File: src/hw/rtl/htdp_pkg.sv
// shared types and codes for the handle table dense packing core
// used by the controller, the datapath and the top level; no dependencies

package htdp_pkg;

  typedef enum logic [1:0] {
    CMD_INSERT = 2'd0,
    CMD_ERASE  = 2'd1,
    CMD_READ   = 2'd2,
    CMD_WRITE  = 2'd3
  } cmd_e;

  typedef enum logic [1:0] {
    ST_OK   = 2'd0,
    ST_FULL = 2'd1,
    ST_DEAD = 2'd2
  } status_e;

  localparam int unsigned HandleW = 10;
  localparam int unsigned CountW  = 11;
  localparam int unsigned RecIoW  = 32;

  // controller to datapath
  typedef struct packed {
    logic accept;    // latch the transaction and issue the lookup reads
    logic commit;    // update the tables and load the result register
    logic rd_issue;  // read the record store at the looked-up position
    logic rd_load;   // load the result register with the read data
  } ctrl_cmd_t;

  // datapath to controller
  typedef struct packed {
    logic need_read;
  } dp_status_t;

endpackage

File: src/hw/rtl/htdp_ctrl.sv
// sequencing controller for the handle table dense packing core
// depends on htdp_pkg; drives the datapath through htdp_pkg::ctrl_cmd_t

module htdp_ctrl (
  input  logic                clk_i,
  input  logic                rst_ni,
  input  logic                in_valid_i,
  output logic                in_stall_o,
  output logic                out_valid_o,
  input  logic                out_stall_i,
  input  htdp_pkg::dp_status_t dp_stat_i,
  output htdp_pkg::ctrl_cmd_t  dp_cmd_o
);

  typedef enum logic [1:0] {
    S_IDLE,
    S_LOOK,
    S_RDATA
  } state_e;

  state_e state_q, state_d;
  logic   out_valid_q, out_valid_d;
  logic   out_free;

  assign out_free    = !out_valid_q || !out_stall_i;
  assign in_stall_o  = (state_q != S_IDLE);
  assign out_valid_o = out_valid_q;

  always_comb begin
    dp_cmd_o          = '0;
    state_d           = state_q;
    out_valid_d       = out_valid_q && out_stall_i;
    case (state_q)
      S_IDLE: begin
        if (in_valid_i) begin
          dp_cmd_o.accept = 1'b1;
          state_d         = S_LOOK;
        end
      end
      S_LOOK: begin
        if (dp_stat_i.need_read) begin
          dp_cmd_o.rd_issue = 1'b1;
          state_d           = S_RDATA;
        end else if (out_free) begin
          dp_cmd_o.commit = 1'b1;
          out_valid_d     = 1'b1;
          state_d         = S_IDLE;
        end
      end
      S_RDATA: begin
        if (out_free) begin
          dp_cmd_o.rd_load = 1'b1;
          out_valid_d      = 1'b1;
          state_d          = S_IDLE;
        end
      end
      default: begin
        state_d = S_IDLE;
      end
    endcase
  end

  always_ff @(posedge clk_i or negedge rst_ni) begin
    if (!rst_ni) begin
      state_q     <= S_IDLE;
      out_valid_q <= 1'b0;
    end else begin
      state_q     <= state_d;
      out_valid_q <= out_valid_d;
    end
  end

endmodule

File: config.mk
export PLATFORM = sky130hd
export DESIGN_NAME = htdp_ctrl
export DESIGN_NICKNAME = d
export VERILOG_FILES = /design/src/hw/rtl/htdp_pkg.sv /design/src/hw/rtl/htdp_ctrl.sv
export SDC_FILE = /design/constraint.sdc
export NUM_CORES = 1
export LEC_CHECK = 0
export BUFFER_PORTS_ARGS = -buffer_cell sky130_fd_sc_hd__buf_4
export CAP_MARGIN = 25
export CELL_PAD_IN_SITES_DETAIL_PLACEMENT = 2
export CELL_PAD_IN_SITES_GLOBAL_PLACEMENT = 2
export CORE_AREA = 3 3 40 42
export DETAILED_ROUTE_END_ITERATION = 10
export DIE_AREA = 0 0 43 45
export PLACE_DENSITY = 0.63
export SLEW_MARGIN = 20
export SYNTH_ARGS = -nofsm -noshare
export SYNTH_HDL_FRONTEND = slang
export SYNTH_SLANG_ARGS = --single-unit
File: constraint.sdc
create_clock -name clk_i -period 2.07 [get_ports clk_i]
set_input_delay 0.414 -clock clk_i [delete_from_list [all_inputs] [get_ports clk_i]]
set_output_delay 0.414 -clock clk_i [all_outputs]
set_load 0.02 [all_outputs]
==> impl_metrics.yaml <==
placement:
  dp_slack_ps: 496
  placed_cell_area_um2: 363
  place_congestion: 0.738
  hpwl_um: 621
  io_buffers: 10
sta:
  finalSetupViolations: 0
  timing.fmax_ghz: 0.556
  fin_ws_ps: 271
  fin_crit_ps: 1800
  rsz0062_at_grt: "false"
  relSlewSlack_pct: 83.4
  tns_ps: 0
  tightest_slew_ps: 248
  hold_viol: 0
  post-route-period-util_pct: 86.9
  slew_violations: 0
  skew_ps: 1.68
cts:
  clk_pin_slew_ps: 40
  clock_latency_ps: 240
  cts_hold_buf: 1
  cts_resized: 0
  cts_setup_buffers: 0
  cts_tree: "yes"
  htreeDepth: 1
  clockBufferDepth: 2
  root_buffer: "clkbuf_4"
  clock-sinks: 3
  numCtsBuffers: 3
drt:
  drt_first_pass_iters: 1
  wl_per_cell_um: 12.6
  drc_errors: 0
  routed_wl_um: 731
  routed_via_density: 4.26
  dr_total_vias: 247
  first_iter_violations: 0
  ant_nets: 0
worst_setup_path:
  reg2reg_depth: 5
  r2r-end: "state_q[0]"
  critPathLaunchType: "flop"
  regToRegSetupSlack_ps: 720
  worstSetupPathType: "flop to output port"
  rr_startpoint: "state_q[0]"
  crit_required_ps: 1660
  crit_path_max_fanout: 4
  end_kind: "output port"
  arrival_ps: 1380
die:
  die_x_um: 43
  start_util_pct: 20.9
  core-area_um2: 1280
  die_height_um: 45
  die-area_um2: 1940
  rows: 13
  io_pins: 11
synth:
  synth_cells: 28
  postSynthAreaPerCell_um2: 9.61
  syn_area_um2: 269
  ys_seq_area_share_pct: 27.9
  synth_top_area_cell: "dfrtp_1"
  synth.top_cells.by_area: "dfrtp_1 28%, ha_1 19%, inv_1 7.0%"
  synth-seq-cells: 3
  ys_types: 16
  synth_fp_nets: 37
  ys_warn_count: 0
  synth_top_cell_area_share_pct: 27.9
pwr:
  power.density_nw_per_um2: 1410
  p_leak_nw: 0.209
  max-vdd-ir-drop_v: 0.000421
job:
  cap_violations: 0
finish:
  synthToLayoutAreaGrowth_pct: 48.4
  diodes: 0
  mostFrequentLayoutCell: "buf_4"
  drive_gt1_share_pct: 41.9
  fin_nets: 53
  postLayoutCellArea_um2: 399
  layout_common_cells: "10 x buf_4, 5 x inv_1, 4 x ha_1"
grt:
  first_global_vias: 285
  grt_pass1_wl_um: 1290
  grt_use_total_pct: 9.34
  grt_overflow_total: 0
  grt_max_degree: 6
  antenna_found_initial: 0
status:
  status: "completed"
min_path:
  holdCritPathClass: "input pin to asynchronous set/reset pin"
[worst max-delay path: stages, from the launching register on]
cell	delay, ps
dfrtp_1	390
inv_1	80
ha_1	210
and2b_1	170
and2_1	150
buf_4	150
[metrics by stage]
stage | hold WS, ps | power (mW) | util [%] | cells
2_1_floorplan | 118 | 0.336 | - | 28
3_3_place_gp | 204 | 0.453 | 28.2 | 53
3_5_place_dp | 205 | 0.467 | 28.2 | 53
4_1_cts | 493 | 0.578 | 31.1 | 58
5_1_grt | 513 | 0.624 | 31.1 | 58
6_report | 500 | 0.562 | 31.1 | 58
[registers in the layout (all words and copies together), names as in the netlist]
name	count
out_valid_o	1
state_q	2
[power breakdown]
group,switching (mW),leakage (nW),internal [mW]
sequential,0.0242,0.0395,0.0842
combinational,0.195,0.155,0.154
clock,0.0324,0.0150,0.0724
total,0.251,0.209,0.311
[how the worst max path moves through the flow]
| stage | slack, ps | end | startpoint |
|---|---|---|---|
| 6_report | 270 | dp_cmd_o[2] | state_q[1] |
| 3_5_place_dp | 500 | dp_cmd_o[2] | state_q[1] |
| 2_1_floorplan | 650 | dp_cmd_o[2] | state_q[1] |
| 4_1_cts | 240 | dp_cmd_o[2] | state_q[1] |
| 5_1_grt | 180 | dp_cmd_o[2] | state_q[1] |
| 3_3_place_gp | 520 | dp_cmd_o[2] | state_q[1] |
[layout make-up]
| cell class | instances | area, µm² |
|---|---|---|
| multi-input cells | 20 | 175 |
| well taps | 15 | 18.8 |
| clock buffers | 4 | 26.3 |
| inverters | 5 | 18.8 |
| flip-flops and latches | 3 | 75.1 |
| repair buffers | 11 | 85.1 |
| fillers | 160 | 886 |
[per-layer routing]
layer | wire length [µm] | GRT usage (%) | up-vias | share of wire, %
met3 | 47 | 2.79 | 2 | 6.4
met5 | 0 | 0 | - | 0
met2 | 382 | 15.3 | 8 | 52
met4 | 17 | 9.04 | 0 | 2.3
met1 | 283 | 9.44 | 115 | 39
li1 | - | - | 122 | -
[kinds of logic (layout without fill, tap and decap cells)]
logic type                 count (synthesis)  in the layout  share of synthesized area (%)
DFF                                        3              3                           27.9
adders and majority gates                  4              4                           18.6
AOI/OAI and AO/OA                          6              6                           19.5
and+or+nand+nor                           10             10                           27.0
buffers and inverters                      5             20                           6.98
[synthesized netlist by cell type, drive strengths merged]
master,number
nor2b,1
o32ai,1
and2b,1
and2,4
nand2,1
a21o,1
nor2,2
o21bai,1
ha,4
a22oi,1
dfrtp,3
o21ai,1
nor4b,1
inv,5
o41ai,1
Power figures use the tool's default switching activity.
